### src/hw/rtl/slc_pkg.sv
`timescale 1ns / 1ps

package slc_pkg;

    // Level format: unsigned, LVL_FRAC fraction bits, one integer bit for 1.0
    localparam int LVL_FRAC = 10;
    localparam int LVL_W    = LVL_FRAC + 1;
    // Wide enough for 1275 * level and 765 * 2^LVL_FRAC
    localparam int CALC_W   = LVL_W + 12;
    localparam int COLOR_W  = 8;

    localparam logic [CALC_W-1:0] ONE_Q = CALC_W'(1) << LVL_FRAC;

    // Display style codes
    localparam logic [1:0] STYLE_MULTI = 2'd0;
    localparam logic [1:0] STYLE_BW    = 2'd1;
    localparam logic [1:0] STYLE_BLUE  = 2'd2;

    typedef logic [COLOR_W-1:0] t_color;

    // Gauge color stops: row is the stop, column is red, green, blue
    localparam t_color GAUGE_STOPS [3][3] = '{
        '{8'd35,  8'd110, 8'd220},
        '{8'd45,  8'd210, 8'd75},
        '{8'd220, 8'd55,  8'd45}
    };

    // Reciprocal of 20 in Q0.16; exact floor for numerators up to 1785
    localparam int RECIP_SHIFT = 16;
    localparam logic [22:0] RECIP_20 = 23'd3277;

    // Lift a component by 35% of its distance to full scale
    function automatic t_color lift_comp(input t_color c);
        logic [10:0] gap7;
        logic [22:0] prod;
        gap7 = 11'(8'd255 - c) * 11'd7;
        prod = 23'(gap7) * RECIP_20;
        return c + {1'b0, prod[22:RECIP_SHIFT]};
    endfunction

    // Interpolate between two stops; amt runs from 0 to ONE_Q
    function automatic t_color gauge_mix(input t_color from_c, input t_color to_c,
                                         input logic [CALC_W-1:0] amt);
        logic [CALC_W-1:0] base;
        logic [CALC_W-1:0] acc;
        base = CALC_W'(from_c) << LVL_FRAC;
        if (to_c >= from_c) begin
            acc = base + CALC_W'(to_c - from_c) * amt;
        end else begin
            acc = base - CALC_W'(from_c - to_c) * amt;
        end
        acc = acc >> LVL_FRAC;
        return acc[COLOR_W-1:0];
    endfunction

endpackage

### src/hw/rtl/signal_level_colormap.sv
`timescale 1ns / 1ps

// Signal level to color mapper.
//
// Input channel (i_in_valid / o_in_ready) carries one signal level per beat,
// unsigned with slc_pkg::LVL_FRAC fraction bits; 1.0 is the largest legal
// value and anything above saturates to it. Each beat yields exactly one
// output beat (o_out_valid / i_out_ready) holding three RGB colors: the
// display color in the configured style, the trace color (display lifted
// toward white) and the gauge color.
//
// Configuration: a 2-bit display style written on i_cfg_valid / o_cfg_ready
// (always ready). Write it only while no beat is in flight.
//
// Path: one input register that captures each accepted level, one pass of
// constant-coefficient arithmetic, one output register holding o_out_valid.
// Throughput is one beat per cycle unless the receiver stalls. When it
// stalls, the output register holds its beat and the input register still
// takes one more beat; after that o_in_ready follows i_out_ready.
//
// Synchronous active-low reset empties both registers and sets the style to
// multicolor.
module signal_level_colormap (
    input  logic                        i_clk,
    input  logic                        i_rst_n,
    input  logic                        i_cfg_valid,
    output logic                        o_cfg_ready,
    input  logic [1:0]                  i_cfg_data,
    input  logic                        i_in_valid,
    output logic                        o_in_ready,
    input  logic [slc_pkg::LVL_W-1:0]   i_level,
    output logic                        o_out_valid,
    input  logic                        i_out_ready,
    output logic [slc_pkg::COLOR_W-1:0] o_display_red,
    output logic [slc_pkg::COLOR_W-1:0] o_display_green,
    output logic [slc_pkg::COLOR_W-1:0] o_display_blue,
    output logic [slc_pkg::COLOR_W-1:0] o_trace_red,
    output logic [slc_pkg::COLOR_W-1:0] o_trace_green,
    output logic [slc_pkg::COLOR_W-1:0] o_trace_blue,
    output logic [slc_pkg::COLOR_W-1:0] o_gauge_red,
    output logic [slc_pkg::COLOR_W-1:0] o_gauge_green,
    output logic [slc_pkg::COLOR_W-1:0] o_gauge_blue
);

    localparam int LW  = slc_pkg::LVL_W;
    localparam int CW  = slc_pkg::CALC_W;
    localparam int FB  = slc_pkg::LVL_FRAC;
    localparam logic [CW-1:0] ONE = slc_pkg::ONE_Q;

    // Control and payload registers
    logic [1:0]           r_style;
    logic                 r_s1_valid, n_s1_valid;
    logic [LW-1:0]        r_level;
    logic                 r_out_valid, n_out_valid;
    slc_pkg::t_color      r_disp  [3];
    slc_pkg::t_color      r_trace [3];
    slc_pkg::t_color      r_gauge [3];

    logic                 out_load;
    logic [CW-1:0]        lv;
    logic [CW-1:0]        t_red, t_green, t_blue;
    logic [CW-1:0]        grey;
    logic [CW-1:0]        amt;
    logic                 seg_hi;
    slc_pkg::t_color      disp  [3];
    slc_pkg::t_color      trace [3];
    slc_pkg::t_color      gauge [3];

    // Handshake: the output register loads when empty or being drained
    assign o_cfg_ready = 1'b1;
    assign out_load    = r_s1_valid && (!r_out_valid || i_out_ready);
    assign o_in_ready  = !r_s1_valid || out_load;

    always_comb begin
        n_s1_valid = r_s1_valid;
        if (o_in_ready) begin
            n_s1_valid = i_in_valid;
        end
        n_out_valid = r_out_valid;
        if (out_load) begin
            n_out_valid = 1'b1;
        end else if (i_out_ready) begin
            n_out_valid = 1'b0;
        end
    end

    always_ff @(posedge i_clk) begin
        if (!i_rst_n) begin
            r_style     <= slc_pkg::STYLE_MULTI;
            r_s1_valid  <= 1'b0;
            r_out_valid <= 1'b0;
        end else begin
            if (i_cfg_valid) begin
                r_style <= i_cfg_data;
            end
            r_s1_valid  <= n_s1_valid;
            r_out_valid <= n_out_valid;
        end
    end

    // Capture the level with each accepted beat
    always_ff @(posedge i_clk) begin
        if (o_in_ready && i_in_valid) begin
            r_level <= i_level;
        end
    end

    // Saturate above 1.0
    assign lv   = (CW'(r_level) > ONE) ? ONE : CW'(r_level);
    assign grey = (lv * CW'(255)) >> FB;

    // Display color
    always_comb begin
        t_red   = '0;
        t_green = '0;
        t_blue  = '0;
        unique case (r_style)
            slc_pkg::STYLE_MULTI: begin
                // Blue rises to 0.2, falls to zero at 0.7
                if (lv * CW'(5) <= ONE) begin
                    t_blue = (lv * CW'(1275)) >> FB;
                end else if (lv * CW'(10) <= ONE * CW'(7)) begin
                    t_blue = (ONE * CW'(357) - lv * CW'(510)) >> FB;
                end
                // Green rises from 0.2 to 0.6, falls to zero at 0.9
                if ((lv * CW'(5) >= ONE) && (lv * CW'(5) <= ONE * CW'(3))) begin
                    t_green = (lv * CW'(1275) - ONE * CW'(255)) >> (FB + 1);
                end else if ((lv * CW'(5) > ONE * CW'(3))
                             && (lv * CW'(10) <= ONE * CW'(9))) begin
                    t_green = (ONE * CW'(765) - lv * CW'(850)) >> FB;
                end
                // Red rises from 0.5
                if (lv * CW'(2) >= ONE) begin
                    t_red = (lv * CW'(510) - ONE * CW'(255)) >> FB;
                end
            end
            slc_pkg::STYLE_BW: begin
                t_red   = grey;
                t_green = grey;
                t_blue  = grey;
            end
            slc_pkg::STYLE_BLUE: begin
                t_red   = grey;
                t_green = grey;
                t_blue  = (grey < CW'(127)) ? (grey << 1) : CW'(255);
            end
            default: begin
                // Unused style code: black
                t_red   = '0;
                t_green = '0;
                t_blue  = '0;
            end
        endcase
    end

    assign disp[0] = t_red[slc_pkg::COLOR_W-1:0];
    assign disp[1] = t_green[slc_pkg::COLOR_W-1:0];
    assign disp[2] = t_blue[slc_pkg::COLOR_W-1:0];

    // Gauge segment: first half up to and including 0.5
    assign seg_hi = (lv * CW'(2) > ONE);
    assign amt    = seg_hi ? (lv * CW'(2) - ONE) : (lv * CW'(2));

    for (genvar k = 0; k < 3; k++) begin : g_lane
        assign trace[k] = slc_pkg::lift_comp(disp[k]);
        always_comb begin
            if (r_style != slc_pkg::STYLE_MULTI) begin
                gauge[k] = trace[k];
            end else if (seg_hi) begin
                gauge[k] = slc_pkg::gauge_mix(slc_pkg::GAUGE_STOPS[1][k],
                                              slc_pkg::GAUGE_STOPS[2][k], amt);
            end else begin
                gauge[k] = slc_pkg::gauge_mix(slc_pkg::GAUGE_STOPS[0][k],
                                              slc_pkg::GAUGE_STOPS[1][k], amt);
            end
        end

        // Hold the result while the receiver stalls
        always_ff @(posedge i_clk) begin
            if (out_load) begin
                r_disp[k]  <= disp[k];
                r_trace[k] <= trace[k];
                r_gauge[k] <= gauge[k];
            end
        end
    end

    assign o_out_valid     = r_out_valid;
    assign o_display_red   = r_disp[0];
    assign o_display_green = r_disp[1];
    assign o_display_blue  = r_disp[2];
    assign o_trace_red     = r_trace[0];
    assign o_trace_green   = r_trace[1];
    assign o_trace_blue    = r_trace[2];
    assign o_gauge_red     = r_gauge[0];
    assign o_gauge_green   = r_gauge[1];
    assign o_gauge_blue    = r_gauge[2];

endmodule

### config.mk
export PLATFORM = sky130hd
export DESIGN_NAME = signal_level_colormap
export DESIGN_NICKNAME = d
export VERILOG_FILES = /design/src/hw/rtl/slc_pkg.sv /design/src/hw/rtl/signal_level_colormap.sv
export SDC_FILE = /design/constraint.sdc
export NUM_CORES = 1
export LEC_CHECK = 0
export ABC_CLOCK_PERIOD_IN_PS = 21000
export BUFFER_PORTS_ARGS = -buffer_cell sky130_fd_sc_hd__buf_2
export CAP_MARGIN = 30
export CELL_PAD_IN_SITES_DETAIL_PLACEMENT = 1
export CELL_PAD_IN_SITES_GLOBAL_PLACEMENT = 1
export CORE_AREA = 4 4 291 365
export CTS_BUF_LIST = sky130_fd_sc_hd__clkbuf_8
export DETAILED_ROUTE_END_ITERATION = 12
export DIE_AREA = 0 0 295 369
export GPL_TIMING_DRIVEN = 0
export HOLD_SLACK_MARGIN = 0.06
export PLACE_DENSITY_LB_ADDON = 0.3
export SLEW_MARGIN = 15
export SYNTH_ARGS = -nofsm -noshare
export SYNTH_HDL_FRONTEND = slang
export SYNTH_SLANG_ARGS = --single-unit
export TNS_END_PERCENT = 100
### constraint.sdc
create_clock -name i_clk -period 21 [get_ports i_clk]
set_clock_uncertainty 0.1 [all_clocks]
set_input_delay 4.2 -clock i_clk [delete_from_list [all_inputs] [get_ports i_clk]]
set_output_delay 4.2 -clock i_clk [all_outputs]
set_load 0.005 [all_outputs]
==> reports/qor.yml, run 1 <==
grt_pass1_vias: 21280
antenna_found_initial: 2
final_hold_viol_count: 0
crit_path_max_incr_delay_ps: 860
drt_pass1_iterations: 5
place_congestion: 0.8250
async_flop_share_pct: 0
ys_warn_count: 0
drt_iter0_markers: 626
clk_path_buf_depth: 2
maxCapViolations: 0
max_slew_margin_pct: 34.50
whs_path_depth: 1
synth_cell_types: 100
final_layout_size_suffix_gt1_share_pct: 6.409
arrival_ps: 18860
synth_top_family_by_area: "adder cells"
worstSetupPathType: "reg2reg"
gr-total-overflow: 0
worstSetupStartpointType: "register"
die-area_um2: 108900
cts_tree: "yes"
clk_pin_slew_ps: 150
cp_max_fo: 18
setup-violations-final: 0
rsz0062_at_grt: "false"
start_util_pct: 24.81
synthFlopType: "edfxtp_1"
num_vias: 19370
grt_max_degree: 25
synth-seq-area-share_pct: 10.08
clock_latency_ps: 510
synth_edf_count: 83
timing.rr.start: "r_level[10]"
die_height_um: 369
grt_pass1_wl_mm: 125.8
ant_nets: 0
period_minus_slack_ps: 18580
synthSimpleGateAreaFrac_pct: 8.935
die_w_um: 295
tightest_slew_ps: 972.3
synth-seq-cells: 87
tns_ps: 0
period_share_pct: 88.46
synth_xor_area_share_pct: 6.715
hold_start: "r_s1_valid"
viasPerCell: 4.564
hold_path.class: "reg2reg"
htreeDepth: 3
holdPathEnd: "o_out_valid"
wirelength_mm: 81.26
synthCells: 2746
place.port_buffers: 91
synth_top_area_cell: "ha_1"
yosys-mux-area-fraction_pct: 0.4852
cts_root_buffer: "clkbuf_8"
grt.total_usage_pct: 15.29
netlist_area_um2: 25530
clkSinkCount: 87
cts_buffers: 9
avgSynthCellArea_um2: 9.296
status: "complete, no violations"
cp-end-kind: "register"
synth_compound_area_share_pct: 12.50
dp_hpwl_mm: 71.03
area_growth_pct: 10.45
cp.required_ps: 21280
synthAdderAreaFrac_pct: 51.16
synthTopCellsByCount: "inv_1 (640), ha_1 (535), fa_1 (318)"
r2r_slack_ps: 2420
io_pins: 93
worst_path_max_delay_cell: "fa_1"
rows: 132
post-cts-setup-buffers: 0
rr_worst_depth: 59
r2r-end: "r_gauge[0][22]"
fmax_mhz: 53.83
route.detailed.drc: 0
nNetsFinal: 3768
yosysMostFrequentCell: "inv_1"
wl_per_cell_um: 19.15
post_cts_resized: 0
synth_top_area_share_pct: 26.22
yosys-top-cells-area: "ha_1 (26%), fa_1 (25%), edfxtp_1 (9.8%)"
cts_hold_buf: 0
post-route-util_pct: 27.40
drv_slew: 0
core_um2: 102900
[worst max-delay path, delay by kind of cell, from the launching register on]
family          cells  cell delay, ps
compound gates     22            5310
xor+xnor            2             830
fa+ha+maj          15            6920
buf+inv            13            2830
flops               1             420
simple gates        7            2020
[worst max-delay path by stage]
stage / startpoint / to / slack (ps)
2_1_floorplan: r_level[10] / r_gauge[0][22] / 6530
3_3_place_gp: r_level[10] / r_gauge[0][22] / 1810
3_5_place_dp: r_level[10] / r_gauge[0][22] / 2230
4_1_cts: r_level[10] / r_gauge[0][22] / 2140
5_1_grt: r_level[10] / r_gauge[0][22] / 1300
6_report: r_level[10] / r_gauge[0][22] / 2420
[cell families (layout without fill, tap and decap cells)]
logic type / count (synthesis) / after routing
multiplexers: 12 / 12
buffers and inverters: 678 / 799
AND/OR/NAND/NOR: 450 / 450
XOR/XNOR: 194 / 194
adder cells (fa/ha/maj): 853 / 853
other: 2 / 38
AO/OA/AOI/OAI: 470 / 470
flip-flops: 87 / 87
[per-stage QoR]
stage                     worst slack, ps  cells  instance area [um2]  hold WS, ps
after floorplan                      6533   2781                25660        376.8
after global placement               1805   4212                27790        399.4
after detailed placement             2234   4225                28010        420.1
after CTS                            2138   4241                28190        450.5
after global routing                 1299   4243                28200        487.8
final                                2424   4243                28200        436.8
[layout make-up]
| type | instances | area (um2) |
|---|---|---|
| inverter | 641 | 2406 |
| antenna | 1 | 2.502 |
| tap | 1340 | 1677 |
| clock buffer | 9 | 123.9 |
| buffer | 37 | 170.2 |
| fill | 12090 | 74700 |
| timing repair buffer | 105 | 655.6 |
| clock inverter | 7 | 48.80 |
| multi-input combinational | 2016 | 20540 |
| sequential | 87 | 2572 |
[state kept, by name, indices dropped and copies added (netlist names)]
signal / flops
r_level: 11
o_out_valid: 1
r_trace: 24
r_s1_valid: 1
r_gauge: 24
r_disp: 24
r_style: 2
[per-layer routing]
metal / up-vias / GRT usage [%] / share of wire, %
met5: - / 0 / 0
met4: 0 / 3.944 / 2.0
met3: 46 / 1.113 / 1.6
met2: 164 / 28.56 / 52
met1: 9808 / 18.89 / 44
li1: 9347 / - / -
[cell usage in the layout (no fill, tap or decap), types with 14 or more instances in the layout]
| cell | count |
|---|---|
| a21o_1 | 47 |
| a21oi_1 | 140 |
| and2_1 | 15 |
| and3_1 | 14 |
| buf_2 | 96 |
| clkbuf_1 | 26 |
| conb_1 | 37 |
| edfxtp_1 | 83 |
| fa_1 | 318 |
| ha_1 | 535 |
| inv_1 | 638 |
| nand2_1 | 109 |
| nand2b_1 | 18 |
| nand3_1 | 35 |
| nand4_1 | 17 |
| nor2_1 | 100 |
| nor2b_1 | 22 |
| nor3_1 | 43 |
| o211ai_1 | 19 |
| o21a_1 | 21 |
| o21ai_0 | 57 |
| o21bai_1 | 25 |
| or3_1 | 14 |
| xnor2_1 | 123 |
| xor2_1 | 69 |
Power of run 1 is left out: the tool's default activity adds up to more than one toggle a clock period on the data nets, which glitch-free logic cannot reach.
==> run 2, diff against run 1 <==
- ABC_CLOCK_PERIOD_IN_PS: 21000 -> 19900
- CELL_PAD_IN_SITES_DETAIL_PLACEMENT: 1 -> default
- CELL_PAD_IN_SITES_GLOBAL_PLACEMENT: 1 -> default
- clock period: 21 -> 19.9 ns (I/O delays scaled with it)
==> reports/qor.yml, run 2 (synthesized netlist as in run 1, its figures left out) <==
area_growth_pct: 10.58
nNetsFinal: 3768
max_slew_margin_pct: 33.17
die_height_um: 369
multi_input_area_um2: 20530
worstSetupStartpointType: "register"
final_layout_size_suffix_gt1_share_pct: 6.306
worst_path_max_delay_cell: "fa_1"
cp.required_ps: 20150
cp_max_fo: 18
gr-total-overflow: 0
antenna_found_initial: 2
drt_pass1_iterations: 5
cts_tree: "yes"
period_share_pct: 90.68
maxCapViolations: 0
status: "complete, no violations"
place_congestion: 0.8645
grt_pass1_vias: 20200
tns_ps: 0
setup-violations-final: 0
wl_per_cell_um: 17.60
route.detailed.drc: 0
drv_slew: 0
clk_pin_slew_ps: 110
arrival_ps: 18300
dp_hpwl_mm: 64.62
clk_path_buf_depth: 2
layout_common_cells: "inv_1 (638), ha_1 (535), fa_1 (318)"
rsz0062_at_grt: "false"
seq_area_um2: 2572
period_minus_slack_ps: 18050
core_um2: 102900
cts_buffers: 9
cts_hold_buf: 0
drt_iter0_markers: 891
fmax_mhz: 55.41
cp-end-kind: "register"
post_cts_resized: 0
final_common_cell: "inv_1"
wirelength_mm: 74.71
reg.largest.list: "r_disp x24, r_gauge x24, r_trace x24"
clkSinkCount: 87
grt_max_degree: 27
crit_path_max_incr_delay_ps: 850
viasPerCell: 4.519
die_w_um: 295
grt_pass1_wl_mm: 117.8
tightest_slew_ps: 1000
fillers: 11020
io_pins: 93
post-cts-setup-buffers: 0
final_hold_viol_count: 0
num_vias: 19180
grt.total_usage_pct: 14.15
ant_nets: 0
place.port_buffers: 91
clock_latency_ps: 530
cts_root_buffer: "clkbuf_8"
hold_path.class: "reg2reg"
die-area_um2: 108900
htreeDepth: 3
rows: 132
worstSetupPathType: "reg2reg"
start_util_pct: 24.81
## run 2: cell count changes in the layout (fill, tap and decap cells not counted)
cell and delta:
buf_2 -1, a21oi_2 -3, clkinv_4 -1, inv_2 -2, a21oi_1 +3, buf_4 +2
buf_12 +1, clkinv_2 +1, buf_8 -1, bufinv_16 +1, inv_8 +1, diode_2 +2
clkbuf_4 -1
## run 2: area by class of cell
cell class,instances,area share (%)
Timing Repair Buffer,105,2.349
Antenna cell,3,0.02660
Clock inverter,7,0.2793
Sequential cell,87,9.113
Multi-Input combinational cell,2016,72.73
Buffer,37,0.6028
Tap cell,1340,5.940
Clock buffer,9,0.4388
Inverter,641,8.524
## run 2: path summary, 6_finish.rpt
kind               startpoint        endpoint  slack [ps]  depth (start not counted)
hold / removal     r_s1_valid     o_out_valid         450                          1
hold reg to reg    r_s1_valid     o_out_valid         450                          1
setup reg to reg  r_level[10]  r_gauge[0][22]        1850                         59
setup / recovery  r_level[10]  r_gauge[0][22]        1850                         59
## run 2: critical path, delay by kind of cell (launching register included)
family | cells | cell delay (ps)
xor gates and xnor gates | 3 | 1390
adders and majority gates | 15 | 6910
AOI/OAI and AO/OA | 21 | 4440
and+or+nand+nor | 7 | 1820
DFF | 1 | 410
buffers and inverters | 13 | 2770
## run 2: per-stage QoR
stage	instances	util, %	worst slack [ps]	instance area [um2]	hold WS [ps]
global placement	4212	27.01	1403	27790	400.7
finish	4245	27.43	1854	28230	453.3
detailed placement	4225	27.22	1829	28010	422.2
CTS	4241	27.42	1761	28210	450.9
floorplan	2781	-	5433	25660	376.8
global route	4244	27.43	743.1	28220	474.6
## run 2: layer usage
layer  track usage, %  share of wire, %  up-vias  wire (um)
met5                0                 0        -          0
met4            3.935               2.5        0       1892
met3            1.198               2.5       67       1886
met2            25.87                51      282      38130
met1            17.71                44     9470      32800
li1                 -                 -     9365          -
Power of run 2 is left out for the same reason.
==> run 3, diff against run 2 <==
- CORE_AREA: 4 4 291 365 -> 3 3 290 364
- DIE_AREA: 0 0 295 369 -> 0 0 293 367
==> reports/qor.yml, run 3 (synthesized netlist as in run 1, its figures left out) <==
grt.met2_usage_pct: 25.36
route.detailed.drc: 0
die_w_um: 293
timing.rr.start: "r_level[10]"
max_slew_margin_pct: 33.71
grt.total_usage_pct: 14.15
num_vias: 18960
ant_nets: 0
dp_cells: 4219
reg.largest.list: "r_disp x24, r_gauge x24, r_trace x24"
clk_path_buf_depth: 2
area_growth_pct: 10.75
met3_usage_pct: 0.8296
period_share_pct: 91.47
die_height_um: 367
setup-violations-final: 0
layout_common_cells: "inv_1 (639), ha_1 (535), fa_1 (318)"
worstSetupPathType: "reg2reg"
cts_hold_buf: 0
hold_start: "r_s1_valid"
finalWorstSetupSlack_ps: 1697
rows: 131
cp.required_ps: 20040
io_pins: 93
tns_ps: 0
place_congestion: 0.8784
fillers: 10980
tightest_slew_ps: 987.2
final_layout_size_suffix_gt1_share_pct: 6.334
worstSetupStartpointType: "register"
drv_slew: 0
antenna_found_initial: 2
dp_slack_ps: 1608
rsz0062_at_grt: "false"
startpoint: "r_level[10]"
viasPerCell: 4.475
clkSinkCount: 87
clock_latency_ps: 490
fmax_mhz: 54.93
post_cts_resized: 0
period_minus_slack_ps: 18200
final_common_cell: "inv_1"
place.port_buffers: 91
cts_tree: "yes"
cp-end-kind: "register"
drt_pass1_iterations: 5
critPathTopFamily: "adder cells"
clk_pin_slew_ps: 110
cts_root_buffer: "clkbuf_8"
start_util_pct: 25.00
dp_hpwl_mm: 64.31
maxCapViolations: 0
grt_pass1_vias: 19780
gr-total-overflow: 0
post-route-util_pct: 27.69
grt_pass1_wl_mm: 116.3
cts_buffers: 9
grt_max_degree: 28
wirelength_mm: 74.26
htreeDepth: 3
worst_path_max_delay_cell: "fa_1"
die-area_um2: 107500
drt_iter0_markers: 988
crit_path_max_incr_delay_ps: 840
status: "complete, no violations"
fin_cells: 4237
grt.busiest_layer: "met2"
nNetsFinal: 3772
arrival_ps: 18340
post-cts-setup-buffers: 0
grt_util_met1_pct: 18.00
cp_max_fo: 18
crit_buf_inv: 13
hold_path.class: "reg2reg"
final_hold_viol_count: 0
core_um2: 102100
wl_per_cell_um: 17.53
==> run 3: cell types whose count changed in the layout (fill, tap and decap cells not counted), sizes merged <==
cell | before | now
clkinv | 4 | 3
inv | 643 | 642
buf | 116 | 120
bufinv | 1 | 2
diode | 3 | 2
==> run 3: worst paths after layout <==
| kind | to | slack, ps | cells past startpoint |
|---|---|---|---|
| min | o_out_valid | 440 | 1 |
| max reg2reg | r_gauge[0][22] | 1700 | 59 |
| min reg2reg | o_out_valid | 440 | 1 |
| max | r_gauge[0][22] | 1700 | 59 |
==> run 3: cell type report <==
type | instances | area [um2] | area share (%)
multi-input combinational | 2016 | 20520 | 72.60
sequential | 87 | 2572 | 9.099
antenna | 2 | 5.005 | 0.01770
timing repair buffer | 109 | 711.9 | 2.518
clock inverter | 6 | 92.59 | 0.3275
clock buffer | 9 | 123.9 | 0.4382
tap | 1330 | 1664 | 5.886
buffer | 37 | 170.2 | 0.6019
inverter | 641 | 2406 | 8.511
==> run 3: worst register-to-register path, delay by kind of cell, from the launching register on <==
family / cells / cell delay (ps)
adders and majority gates: 15 / 6890
AOI/OAI and AO/OA: 22 / 5360
buffers and inverters: 13 / 2820
and+or+nand+nor: 7 / 1850
xor gates and xnor gates: 2 / 540
DFF: 1 / 410
==> run 3: metal layers <==
| metal | part of all wire (%) | up-vias |
|---|---|---|
| met5 | 0 | - |
| met2 | 50 | 263 |
| li1 | - | 9367 |
| met1 | 45 | 9264 |
| met3 | 2.1 | 65 |
| met4 | 2.8 | 0 |
==> run 3: stage by stage <==
stage	hold slack, ps	cell area, um2
floorplan	376.8	25660
global placement	400.5	27780
detailed placement	412.5	28030
CTS	449.5	28250
global route	480.9	28270
finish	443.1	28270
Power of run 3 is left out for the same reason.
